===== config.mk =====
export PLATFORM = sky130hd
export DESIGN_NAME = tsdz_div
export DESIGN_NICKNAME = d
export VERILOG_FILES = /design/src/rtl/core/tsdz_pkg.sv /design/src/rtl/core/tsdz_div.sv
export SDC_FILE = /design/constraint.sdc
export NUM_CORES = 1
export LEC_CHECK = 0
export ABC_AREA = 0
export BUFFER_PORTS_ARGS = -buffer_cell sky130_fd_sc_hd__buf_2
export CAP_MARGIN = 10
export CORE_MARGIN = 5
export CORE_UTILIZATION = 30
export DETAILED_ROUTE_END_ITERATION = 10
export SLEW_MARGIN = 5
export SYNTH_ARGS = -nofsm -noshare
export SYNTH_HDL_FRONTEND = slang
export SYNTH_SLANG_ARGS = --single-unit

===== constraint.sdc =====
create_clock -name clock -period 7.65 [get_ports clock]
set_input_delay 1.53 -clock clock [delete_from_list [all_inputs] [get_ports clock]]
set_output_delay 1.53 -clock clock [all_outputs]
set_load 0.01 [all_outputs]

===== src/rtl/core/tsdz_pkg.sv =====
// ----------------------------------------------------------------------------
// tsdz_pkg
// Shared types, constants and the Q1.15 output saturation for the radial
// dead-zone stick block.
// ----------------------------------------------------------------------------
`default_nettype none

package tsdz_pkg;

   localparam int Q_W    = 16;
   localparam int Q_FRAC = 15;

   typedef logic [Q_W-1:0] q15_type;

   localparam q15_type Q_POS_MAX = 16'h7fff;
   localparam q15_type Q_NEG_MAX = 16'h8000;

   // sign and magnitude to signed q1.15, clipped at both ends
   function automatic q15_type to_q15(input logic neg, input q15_type mag);
      q15_type res;
      if (neg) begin
         res = (mag > Q_NEG_MAX) ? Q_NEG_MAX : q15_type'(16'h0000 - mag);
      end else begin
         res = (mag > Q_POS_MAX) ? Q_POS_MAX : mag;
      end
      return res;
   endfunction

endpackage

`default_nettype wire


===== src/rtl/core/tsdz_div.sv =====
// ----------------------------------------------------------------------------
// tsdz_div
// Pipelined restoring divider, one quotient bit per stage. The quotient is
// known to fit in Q_W bits, so only those bits are resolved.
// ----------------------------------------------------------------------------
`default_nettype none

module tsdz_div #(
   parameter int NW     = 32,
   parameter int DW     = 16,
   parameter int SIDE_W = 8
) (
   input  wire logic              clock,
   input  wire logic              reset,
   input  wire logic              en,
   input  wire logic              in_valid,
   input  wire logic [NW-1:0]     in_num,
   input  wire logic [DW-1:0]     in_den,
   input  wire logic [SIDE_W-1:0] in_side,
   output logic                   out_valid,
   output tsdz_pkg::q15_type      out_quot,
   output logic [SIDE_W-1:0]      out_side
);

   localparam int QW = tsdz_pkg::Q_W;
   localparam int CW = (NW > DW + QW) ? NW : DW + QW;

   logic              valid_ff [QW];
   logic [CW-1:0]     rem_ff   [QW];
   logic [DW-1:0]     den_ff   [QW];
   logic [QW-1:0]     quot_ff  [QW];
   logic [SIDE_W-1:0] side_ff  [QW];

   for (genvar k = 0; k < QW; k++) begin : g_stage
      localparam int SH = QW - 1 - k;
      logic              valid_src;
      logic [CW-1:0]     rem_src;
      logic [DW-1:0]     den_src;
      logic [QW-1:0]     quot_src;
      logic [SIDE_W-1:0] side_src;
      logic [CW-1:0]     trial;
      logic              take;
      logic [CW-1:0]     rem_in;
      logic [QW-1:0]     quot_in;

      if (k == 0) begin : g_first
         assign valid_src = in_valid;
         assign rem_src   = CW'(in_num);
         assign den_src   = in_den;
         assign quot_src  = '0;
         assign side_src  = in_side;
      end else begin : g_next
         assign valid_src = valid_ff[k-1];
         assign rem_src   = rem_ff[k-1];
         assign den_src   = den_ff[k-1];
         assign quot_src  = quot_ff[k-1];
         assign side_src  = side_ff[k-1];
      end

      assign trial   = CW'(den_src) << SH;
      assign take    = rem_src >= trial;
      assign rem_in  = take ? (rem_src - trial) : rem_src;
      assign quot_in = quot_src | (QW'(take) << SH);

      always_ff @(posedge clock) begin
         if (reset) begin
            valid_ff[k] <= 1'b0;
         end else if (en) begin
            valid_ff[k] <= valid_src;
         end
      end

      always_ff @(posedge clock) begin
         if (en) begin
            rem_ff[k]  <= rem_in;
            den_ff[k]  <= den_src;
            quot_ff[k] <= quot_in;
            side_ff[k] <= side_src;
         end
      end
   end

   assign out_valid = valid_ff[QW-1];
   assign out_quot  = quot_ff[QW-1];
   assign out_side  = side_ff[QW-1];

endmodule

`default_nettype wire


==> key figures <==
Floorplanning
  – DIE HEIGHT: 410.1 µm
  – Core area: 0.1587 mm²
  – Die ar.: 0.1681 mm²
  – Die X: 410.1 µm
  – Cell row count: 146
  – Starting Density: 0.3025
  – I/O pins: 85

Clocking
  – H-tree depth: 3
  – Num CTS Buffers: 110
  – CTS clk-pin slew, worst paths: 0.06 ns
  – Post-CTS setup buffers: 0
  – CTS root buffer: clkbuf_16
  – TritonCTS clock tree: done
  – Bufs on Longest Clock Path: 3
  – Clk Latency, worst-skew pair: 0.72 ns
  – Hold Buf Count CTS: 0
  – CTS sink count: 1000
  – Post-CTS sizing: 0

Yosys
  – Syn Area/Cell: 12.76 µm²
  – Share of the synthesized area in the top cell type: 0.6254
  – Sequential share of the synthesized area: 0.6254
  – Synth Warn #: 0
  – Mapped Cells: 3762
  – Synth area leader: edfxtp_1
  – Largest cells by area after synthesis: edfxtp_1, ha_1, xnor2_1
  – Syn_nets: 4093
  – #FFs+latches synth: 1000
  – Synth unique cells: 77
  – Async SR Flop Fraction: 0
  – Number of synthesized flops with an enable pin: 1000
  – Post-Syn Area: 0.04801 mm²
  – Predominant post-synthesis flop cell: edfxtp_1

STA
  – Max_slew headroom: 0.3581
  – Max-slew violations: 0
  – Unrepaired setup endpoints after global routing: no
  – Setup-failing EPs final: 0
  – Final TNS setup: 0 ns
  – Fmax: 256.8 MHz
  – Final period util: 0.5090
  – Final hold violation count: 0
  – Final Critical Period: 3.894 ns
  – Clk_skew: 0.03017 ns
  – Worst Tran Pin Value: 0.9605 ns

Finish
  – Layout cells sized above 1: 0.09324
  – Fill cell count: 15360
  – Commonest non-fill, non-tap cell in the layout: edfxtp_1
  – Most frequent cells in the layout: edfxtp_1, inv_1, ha_1, a21oi_1, nor2_1
  – Area of the multi-input gates: 0.01652 mm²
  – N_diodes: 0
  – Layout area overhead: 13.83%
  – Final Net Count: 4257
  – Register Area: 0.03003 mm²

Critical path
  – R2r endpoint: rem_ff[4][31]
  – Reg2Reg Setup Slack: 3.76 ns
  – Type of origin of the critical path: flop
  – Crit path from: rem_ff[3][15]
  – Reg2reg start: rem_ff[3][15]
  – WP data arrival: 4.36 ns
  – WS Path Type: flop to flop
  – CP endpoint kind: flop
  – CP Capture Point: rem_ff[4][31]
  – R2R depth: 8
  – Critical Path RT: 8.12 ns
  – Worst-path fanout max: 25

Detailed routing
  – Wire length per cell: 13.60 µm
  – Final ANT Viol Nets: 0
  – Drt drc: 0
  – DRT iter0 DRCs: 1203
  – Pre-Repair DR Iteration Count: 5
  – Drt total wl: 82.87 mm
  – Via count: 28170
  – DR vias/cell: 4.622

Pwr
  – Maximum vdd drop: 0.0001836 V
  – Pwr dens: 336.2 mW/mm²
  – Switching share of power: 0.3049
  – Sequential group share of total power: 0.434
  – Switch Pwr: 0.005602 W
  – Combinational power share: 0.287
  – Internal cell power: 0.01277 W
  – Total Power: 0.01837 W
  – Clk pwr share: 0.280
  – Leakage dissipation: 20.23 nW

GRT
  – Met1 usage: 0.1084
  – Largest net degree at the start of global routing: 160
  – First-pass GRT wire length: 138.6 mm
  – Initial antenna violation count: 0
  – Overall routing resource usage: 0.09853
  – GRT met2 Usage: 0.1806
  – GRT overflow: 0
  – Grt peak-use layer: met2
  – Vias in the first global route: 28720
  – Met3 GRT Util: 0.02105

Min path
  – HP Class: flop to flop

Placement
  – PortBufs: 84
  – DPL Wire Length: 59.92 mm
  – GPL Wtd Cong: 0.9154

Run
  – Max Cap Violations: 0

Run status
  – Status: finished, final reports clean
## worst max-delay path, stage by stage, from the launching register on
cell and delay (ns):
edfxtp_1 0.38, ha_1 0.39, nor4b_1 0.26, nand4_1 0.21, a2111oi_0 0.82, o21a_1 0.87
nor3b_1 0.42, nor2b_1 0.21, xor2_1 0.08
## logic make-up (layout without fill, tap and decap cells)
kind of cell / Yosys count / in the layout / synth area share
DFF: 1000 / 1000 / 0.6254
and+or+nand+nor: 933 / 933 / 0.09741
AOI/OAI and AO/OA: 803 / 803 / 0.1041
buffers and inverters: 396 / 656 / 0.03125
xor gates and xnor gates: 293 / 293 / 0.05345
adders and majority gates: 271 / 271 / 0.07297
muxes: 66 / 66 / 0.01545
## state kept, by name, summed over array words and instances, names as in the netlist
register / flops
side_ff: 128
rem_ff: 480
quot_ff: 136
den_ff: 240
valid_ff: 16
## layer usage
layer | share of wire | vias up
met4 | 0.046 | 0
met3 | 0.036 | 231
met2 | 0.51 | 471
met1 | 0.41 | 13130
met5 | 0 | -
li1 | - | 14330
## Yosys cell counts (10+ instances only)
library cell / instances
a2111oi_0: 10
a211oi_1: 25
a21o_1: 81
a21oi_1: 248
a31oi_1: 15
and2_1: 22
and3_1: 12
buf_2: 11
clkbuf_1: 44
edfxtp_1: 1000
fa_1: 15
ha_1: 256
inv_1: 335
mux2_2: 65
nand2_1: 219
nand2b_1: 42
nand3_1: 57
nand4_1: 38
nor2_1: 235
nor2b_1: 42
nor3_1: 87
nor3b_1: 10
nor4_1: 52
o211ai_1: 16
o21a_1: 54
o21ai_0: 207
o21bai_1: 21
o31a_1: 15
o31ai_1: 24
or2_2: 17
or3_1: 38
or4_1: 21
xnor2_1: 156
xor2_1: 137
## stage by stage
stage | std cells | worst slack [ns] | instance area, µm² | util | hold WS, ns
2_1_floorplan | 3762 | 3.843 | 48010 | - | 0.4003
3_5_place_dp | 5885 | 3.380 | 51060 | 0.3216 | 0.4045
6_report | 6094 | 3.756 | 54650 | 0.3443 | 0.4017
3_3_place_gp | 5885 | 3.417 | 51060 | 0.3216 | 0.4006
5_1_grt | 6094 | 3.554 | 54650 | 0.3443 | 0.3985
4_1_cts | 6093 | 3.788 | 54640 | 0.3442 | 0.3894
## worst min-delay path by stage
stage	startpoint	endpoint	slack, ns	cells after the start
2_1_floorplan	quot_ff[9][10]	quot_ff[10][10]	0.40	0
3_3_place_gp	side_ff[0][26]	side_ff[0][34]	0.40	0
3_5_place_dp	quot_ff[14][9]	quot_ff[15][9]	0.40	0
4_1_cts	quot_ff[4][14]	quot_ff[5][14]	0.39	0
5_1_grt	quot_ff[4][14]	quot_ff[5][14]	0.40	0
6_report	quot_ff[7][13]	quot_ff[8][13]	0.40	0
## power by group through the flow
stage	registers (W)	logic, W	clock network [W]
after floorplan	0.00788	0.00416	0
after detailed placement	0.00807	0.00522	0
after CTS	0.00797	0.00525	0.00536
after global placement	0.00806	0.00512	0
final	0.00797	0.00527	0.00514
after global routing	0.00808	0.00592	0.00561
## area by class of cell
type,instances,share of cell area
clock inverters,69,0.01312
clock buffers,139,0.05236
flip-flops and latches,1000,0.5495
well taps,2072,0.04744
multi-input cells,2366,0.3022
inverters,336,0.02308
repair buffers,112,0.01232
Note: power is estimated with default switching activity, not from simulation.
