**src/rtl/core/tsdz_sqrt.sv**
```systemverilog
// ----------------------------------------------------------------------------
// tsdz_sqrt
// Pipelined integer square root, one root bit per stage, with a sideband
// bus that travels alongside each item.
// ----------------------------------------------------------------------------
`default_nettype none

module tsdz_sqrt #(
   parameter int W      = 16,
   parameter int SIDE_W = 8
) (
   input  wire logic              clock,
   input  wire logic              reset,
   input  wire logic              en,
   input  wire logic              in_valid,
   input  wire logic [2*W-1:0]    in_sq,
   input  wire logic [SIDE_W-1:0] in_side,
   output logic                   out_valid,
   output logic [W-1:0]           out_root,
   output logic [SIDE_W-1:0]      out_side
);

   localparam int RW = 2*W + 1;

   logic              valid_ff [W];
   logic [RW-1:0]     rem_ff   [W];
   logic [W-1:0]      root_ff  [W];
   logic [SIDE_W-1:0] side_ff  [W];

   for (genvar k = 0; k < W; k++) begin : g_stage
      localparam int J = W - 1 - k;
      logic              valid_src;
      logic [RW-1:0]     rem_src;
      logic [W-1:0]      root_src;
      logic [SIDE_W-1:0] side_src;
      logic [RW-1:0]     trial;
      logic              take;
      logic [RW-1:0]     rem_in;
      logic [W-1:0]      root_in;

      if (k == 0) begin : g_first
         assign valid_src = in_valid;
         assign rem_src   = RW'(in_sq);
         assign root_src  = '0;
         assign side_src  = in_side;
      end else begin : g_next
         assign valid_src = valid_ff[k-1];
         assign rem_src   = rem_ff[k-1];
         assign root_src  = root_ff[k-1];
         assign side_src  = side_ff[k-1];
      end

      // (2r + 2^j) * 2^j against the remainder
      assign trial   = (RW'(root_src) << (J + 1)) | (RW'(1) << (2 * J));
      assign take    = rem_src >= trial;
      assign rem_in  = take ? (rem_src - trial) : rem_src;
      assign root_in = take ? (root_src | (W'(1) << J)) : root_src;

      always_ff @(posedge clock) begin
         if (reset) begin
            valid_ff[k] <= 1'b0;
         end else if (en) begin
            valid_ff[k] <= valid_src;
         end
      end

      always_ff @(posedge clock) begin
         if (en) begin
            rem_ff[k]  <= rem_in;
            root_ff[k] <= root_in;
            side_ff[k] <= side_src;
         end
      end
   end

   assign out_valid = valid_ff[W-1];
   assign out_root  = root_ff[W-1];
   assign out_side  = side_ff[W-1];

endmodule

`default_nettype wire

```
**config.mk**
```make
export PLATFORM = sky130hd
export DESIGN_NAME = tsdz_sqrt
export DESIGN_NICKNAME = d
export VERILOG_FILES = /design/src/rtl/core/tsdz_sqrt.sv
export SDC_FILE = /design/constraint.sdc
export NUM_CORES = 1
export LEC_CHECK = 0
export BUFFER_PORTS_ARGS = -buffer_cell sky130_fd_sc_hd__buf_4
export CORE_MARGIN = 3
export CORE_UTILIZATION = 65
export CTS_CLUSTER_SIZE = 40
export DETAILED_ROUTE_END_ITERATION = 12
export PLACE_DENSITY_LB_ADDON = 0.3
export SYNTH_ARGS = -nofsm -noshare
export SYNTH_HDL_FRONTEND = slang
export SYNTH_SLANG_ARGS = --single-unit
```
**constraint.sdc**
```tcl
create_clock -name clock -period 4.26 [get_ports clock]
set_input_delay 0.852 -clock clock [delete_from_list [all_inputs] [get_ports clock]]
set_output_delay 0.852 -clock clock [all_outputs]
set_load 0.01 [all_outputs]
```
==> results of run 1 <==
[power by group through the flow]
stage / logic [mW] / registers [mW] / clock network [mW]
floorplan: 1.72 / 9.84 / 0
global placement: 2.26 / 9.98 / 0
detailed placement: 2.36 / 10.0 / 0
CTS: 2.39 / 9.88 / 6.84
global route: 2.68 / 9.96 / 7.14
finish: 2.41 / 9.89 / 6.72
[registers in the layout, summed over array words and instances, names as in the netlist]
register / cells
side_ff: 128
root_ff: 136
rem_ff: 495
valid_ff: 16
[metrics by stage]
step,instance area (um2),utilization [%]
5_1_grt,38260,73.98
3_5_place_dp,35760,69.15
2_1_floorplan,34300,-
6_report,38260,73.98
3_3_place_gp,35760,69.15
4_1_cts,38260,73.98
[worst register-to-register path: stages, from the launching register on]
cell,delay [ns]
edfxtp_1,0.42
inv_1,0.06
ha_1,0.40
nand3_1,0.17
or4_1,0.61
nor4_1,0.83
nor4_1,0.13
nor4b_2,0.22
buf_4,0.22
nor4b_1,0.37
xor2_1,0.11
[logic make-up after synthesis]
kind of cell | Yosys count
DFF | 775
muxes | 26
and+or+nand+nor | 690
AOI/OAI and AO/OA | 397
xor gates and xnor gates | 204
adders and majority gates | 150
buffers and inverters | 220
[path summary, 6_finish.rpt]
| check | depth (start not counted) | startpoint | to | slack [ns] |
|---|---|---|---|---|
| max | 10 | root_ff[1][29] | rem_ff[1][92] | 0.44 |
| min | 0 | side_ff[0][51] | side_ff[0][59] | 0.41 |
| max reg2reg | 10 | root_ff[1][29] | rem_ff[1][92] | 0.44 |
| min reg2reg | 0 | side_ff[0][51] | side_ff[0][59] | 0.41 |
[per-layer routing]
metal	vias up	wire length (um)	share of wire, %
met5	-	12	0.019
met4	2	2192	3.4
met3	173	2763	4.3
met2	581	36010	56
met1	9731	23690	37
li1	9548	-	-
[layout by cell type, fill, tap and decap left out, types with 9 or more instances in the layout]
cell       count
edfxtp_1     775
clkbuf_1      16
a21o_1        34
ha_1         150
mux2_1        14
xnor2_1       94
clkbuf_16     76
buf_4         82
nor2_1       138
o211ai_1      11
and3_1         9
inv_1        178
xor2_1       110
nand3_1       29
clkinv_2      14
o21a_1        30
or4_1         23
o31ai_1       22
nand4_1       29
nor4b_1       14
bufinv_16      9
a211oi_1      14
and2_1        23
nand4b_1      10
nor4_1       101
nand2_1      128
or3_1         29
o21ai_1       39
nor3_1        52
clkinv_1      11
nand2b_1      30
nor2b_1       26
o21ai_0       78
a21oi_1      111
o31a_1         9
[area by class of cell]
cell class,count,area [um2]
diodes,1,2.502
clock inverters,47,534.3
fillers,3096,13460
clock buffers,92,1962
well taps,680,850.8
multi-input cells,1467,10180
inverters,183,686.9
repair buffers,90,770.7
flip-flops and latches,775,23270
==> results.toml, run 1 <==
[sta]
grt_setup_unrepaired = "false"
final_clock_skew_ns = 0.02735
final_period_minus_worst_setup_slack_ns = 3.820
final-max-slew-violation-count = 0
finalSetupViolCount = 0
final.setup.tns_ns = 0
fin_hold_ws_ns = 0.4057
worst_slew_pin_slew_ns = 1.001
max_slew_margin_pct = 32.71
finalCritPeriodShare_pct = 89.67
hold_violations = 0
final.setup.worst_slack_ns = 0.4400
max_freq_mhz = 261.8

[cts]
htree_num_levels = 3
cts.sinks = 775
clock_tree_from_tritoncts = "built"
cts_resized = 0
post_cts_buffers = 0
cts_made_buffers = 76
clk_latency_ns = 0.62
clockRootBuffer = "clkbuf_16"
clk_transition_reported_paths_ns = 0.06
cts_max_path_buffers = 3
ctsHoldBuffers = 0

[run_status]
status = "finished, final reports clean"

[route]
detail_route.iter0.violations = 1608
dr.pass1.iters = 5
detail_route.wirelength_mm = 64.67
viasPerCell = 6.007
drcViolationCount = 0
detail_route.wl_per_cell_um = 19.39
vias = 20040
ant_nets = 0

[worst_setup_path]
kind_of_cell_adding_the_most_delay_to_the_critical_path = "simple AND/OR/NAND/NOR gates"
critical_path.n_buffers_inverters = 2
worstPathMaxFanout = 12
worstSetupEndpointType = "flop"
worst_path_max_stage_delay_ns = 0.83
critPathLaunchType = "flop"
slowest_stage = "nor4_1"
cp.arrival_ns = 4.15
cpMostUsedCell = "nor4_1"
timing.critical_path.required_ns = 4.59
crit_type = "flop to flop"
worstPathCellList = "inv_1 -> ha_1 -> nand3_1 -> or4_1 -> nor4_1 -> nor4_1 -> nor4b_2 -> buf_4 -> nor4b_1 -> xor2_1"

[pwr]
p_per_area_mw_per_mm2 = 497.0
power_leakage_nw = 14.26
share_comb_of_total_power_pct = 12.7
share_clk_of_total_power_pct = 35.4
cellInternalPower_mw = 14.27
sequentialPowerShare_pct = 52.0
p_sw_share_pct = 24.93
vdd.ir_drop.worst_uv = 415.6
total_power_mw = 19.02
net_switching_power_mw = 4.740

[layout]
drive_gt1_share_pct = 8.968
fin_nets = 2787
syn_to_final_growth_pct = 11.54
final_cells = 3335

[synthesis]
synth_mux_area_share_pct = 0.8280
synthMostInstantiatedCell = "edfxtp_1"
synth_cell_types = 77
synth_compound_gate_area_share_pct = 7.127
yosysWarnings = 0
synth_largest_area_cell = "edfxtp_1"
post_synth_fa_ha_maj_area_fraction_pct = 5.471
synth_enable_flop_cells = 775
synthFlopType = "edfxtp_1"
syn_nets = 2656
yosys.area_share.simple_pct = 11.00
most_numerous_cell_types_in_the_synthesized_netlist = "edfxtp_1, inv_1, ha_1, nor2_1, nand2_1"
summed_instance_area_of_the_synthesized_netlist_mm2 = 0.03430
avgSynthCellArea_um2 = 13.93
synthXorXnorAreaFrac_pct = 5.209
post_synth_inst_count = 2462
ys_seq_area_share_pct = 67.84
asyncSetResetFlopFracSynth_pct = 0
largest_family_of_logic_cells_by_synthesized_area = "simple AND/OR/NAND/NOR gates"
ys_ff_latch = 775
netlist_top_cells_area = "edfxtp_1, ha_1, xor2_1, xnor2_1, inv_1"
synthDominantCellAreaShare_pct = 67.84

[global_routing]
first_global_vias = 20500
antenna_found_initial = 1
global_route.peak_usage_layer = "met2"
met2_usage_pct = 45.28
met3_capacity_usage_during_global_routing_pct = 4.007
gr-usage-met1_pct = 25.82
grt_overflow_total = 0
grt_usage_pct = 23.54
pin_count_of_the_biggest_net_entering_global_routing = 119
grt_first_pass_wirelength_mm = 104.5

[die]
dieArea_mm2 = 0.05557
core_area_mm2 = 0.05172
die-width_um = 235.7
die_y_um = 235.7
initial_core_util_pct = 66.33
ios = 69
row_count = 83

[placed_design]
dpl_worst_slack_ns = 0.5633
hpwlAfterDp_mm = 43.84
numPortBuffers = 68
dpl.cell_count = 3195
place_congestion = 0.9647

[min_path]
min-delay-path-class = "flop to flop"

[flow_run]
maxCapViolations = 0
No activity file was read; power rests on OpenSTA's default activity.
==> run 2: changes to the inputs <==
Settings changed: CORE_UTILIZATION 65 to 63.
Clock period 4.26 ns to 3.87 ns, I/O delays scaled along.
==> results.toml, run 2 (synthesized netlist as in run 1, its figures left out) <==
[route]
dr.pass1.iters = 5
vias = 20050
drcViolationCount = 0
detail_route.wl_per_cell_um = 19.05
detail_route.iter0.violations = 1424
viasPerCell = 5.991
ant_nets = 0
detail_route.wirelength_mm = 63.75

[layout]
most_frequent_standard_cell_in_the_layout_excluding_fill_and_tap_cells = "edfxtp_1"
biggestRegsByFlops = "rem_ff x495, root_ff x136, side_ff x128"
largest_register_ffs = 495
antenna-diode-count = 0
layout_common_cells = "edfxtp_1, inv_1, ha_1"
top_register = "rem_ff"
fin_nets = 2796
syn_to_final_growth_pct = 11.29
drive_gt1_share_pct = 8.879
layout_filler_cell_count = 3300
final_area_mm2 = 0.03818

[cts]
clock_tree_from_tritoncts = "built"
clk_latency_ns = 0.62
clk_transition_reported_paths_ns = 0.06
htree_num_levels = 3
cts_max_path_buffers = 3
cts.sinks = 775
clockRootBuffer = "clkbuf_16"
post_cts_buffers = 0
cts_resized = 0
ctsHoldBuffers = 0
cts_made_buffers = 76

[run_status]
status = "finished, final reports clean"

[pwr]
vdd.ir_drop.worst_uv = 486.4
p_per_area_mw_per_mm2 = 538.0
power_leakage_nw = 14.23
total_power_mw = 20.54

[global_routing]
pin_count_of_the_biggest_net_entering_global_routing = 125
antenna_found_initial = 0
grt_overflow_total = 0
grt_usage_pct = 22.62
first_global_vias = 20140
grt_first_pass_wirelength_mm = 102.1

[placed_design]
hpwlAfterDp_mm = 43.92
place_congestion = 0.9408
numPortBuffers = 68
dpl_cell_area_mm2 = 0.03583

[sta]
max_freq_mhz = 292.7
final_period_minus_worst_setup_slack_ns = 3.417
final_clock_skew_ns = 0.02526
finalSetupViolCount = 0
final-max-slew-violation-count = 0
final.setup.tns_ns = 0
finalCritPeriodShare_pct = 88.29
worst_slew_pin_slew_ns = 1.002
max_slew_margin_pct = 32.66
hold_violations = 0
grt_setup_unrepaired = "false"

[worst_setup_path]
r2r_slack_ns = 0.45
endpoint_of_the_worst_register_to_register_path = "rem_ff[1][93]"
crit_type = "flop to flop"
cp.arrival_ns = 3.77
setup.worst_path.start = "rem_ff[1][53]"
worstPathMaxFanout = 8
worstSetupEndpointType = "flop"
timing.critical_path.required_ns = 4.22
regToRegStartpoint = "rem_ff[1][53]"
crit_path_end = "rem_ff[1][93]"
critPathLaunchType = "flop"
rr_worst_depth = 8

[min_path]
min-delay-path-class = "input port to flop"
timing.hold.worst.start = "in_side[7]"

[die]
die-width_um = 239.3
die_y_um = 239.3
ios = 69
core_area_mm2 = 0.05318
dieArea_mm2 = 0.05729
row_count = 84
initial_core_util_pct = 64.50

[flow_run]
maxCapViolations = 0
==> run 2: cell type report <==
| cell class | instances | area, um2 | share of cell area (%) |
|---|---|---|---|
| Multi-Input combinational cell | 1467 | 10180 | 26.67 |
| Inverter | 183 | 686.9 | 1.799 |
| Clock buffer | 91 | 1958 | 5.129 |
| Timing Repair Buffer | 99 | 825.8 | 2.163 |
| Clock inverter | 43 | 390.4 | 1.023 |
| Sequential cell | 775 | 23270 | 60.96 |
| Tap cell | 688 | 860.8 | 2.255 |
==> run 2: power breakdown <==
part	switching [mW]	internal [mW]	leakage [nW]
registers	0.568	10.3	7.47
logic	1.53	1.14	5.61
clock network	2.98	4.01	1.15
total	5.08	15.5	14.2
==> run 2: worst min path at each step <==
stage                           endpoint  slack, ns  depth (start not counted)
after floorplan           side_ff[0][10]       0.40                          0
after global placement    side_ff[0][16]       0.40                          0
after detailed placement  side_ff[0][12]       0.40                          0
after CTS                  side_ff[0][0]       0.29                          1
after global routing       side_ff[0][2]       0.30                          1
final                      side_ff[0][7]       0.33                          1
==> run 2: through the flow <==
step	instances	worst slack (ns)	util, %	hold WS (ns)
finish	3346	0.4530	71.79	0.3290
global route	3346	0.1368	71.79	0.2998
CTS	3346	0.5434	71.79	0.2917
detailed placement	3212	0.5456	67.37	0.4045
global placement	3212	0.6337	67.37	0.4005
floorplan	2462	0.9987	-	0.4003
==> run 2: critical path: stages, from the launching register on <==
cell      delay (ns)
edfxtp_1        0.40
ha_1            0.42
nand3_1         0.18
or4_1           0.56
nor4_1          0.57
nor4_1          0.12
nor4_1          0.60
nand2_1         0.15
xnor2_1         0.16
==> run 2: metal layers <==
layer  global-route usage [%]  share of wire, %
met5                        0                 0
met3                    3.500               4.0
met1                    25.15                38
met2                    43.19                54
met4                    9.181               3.8
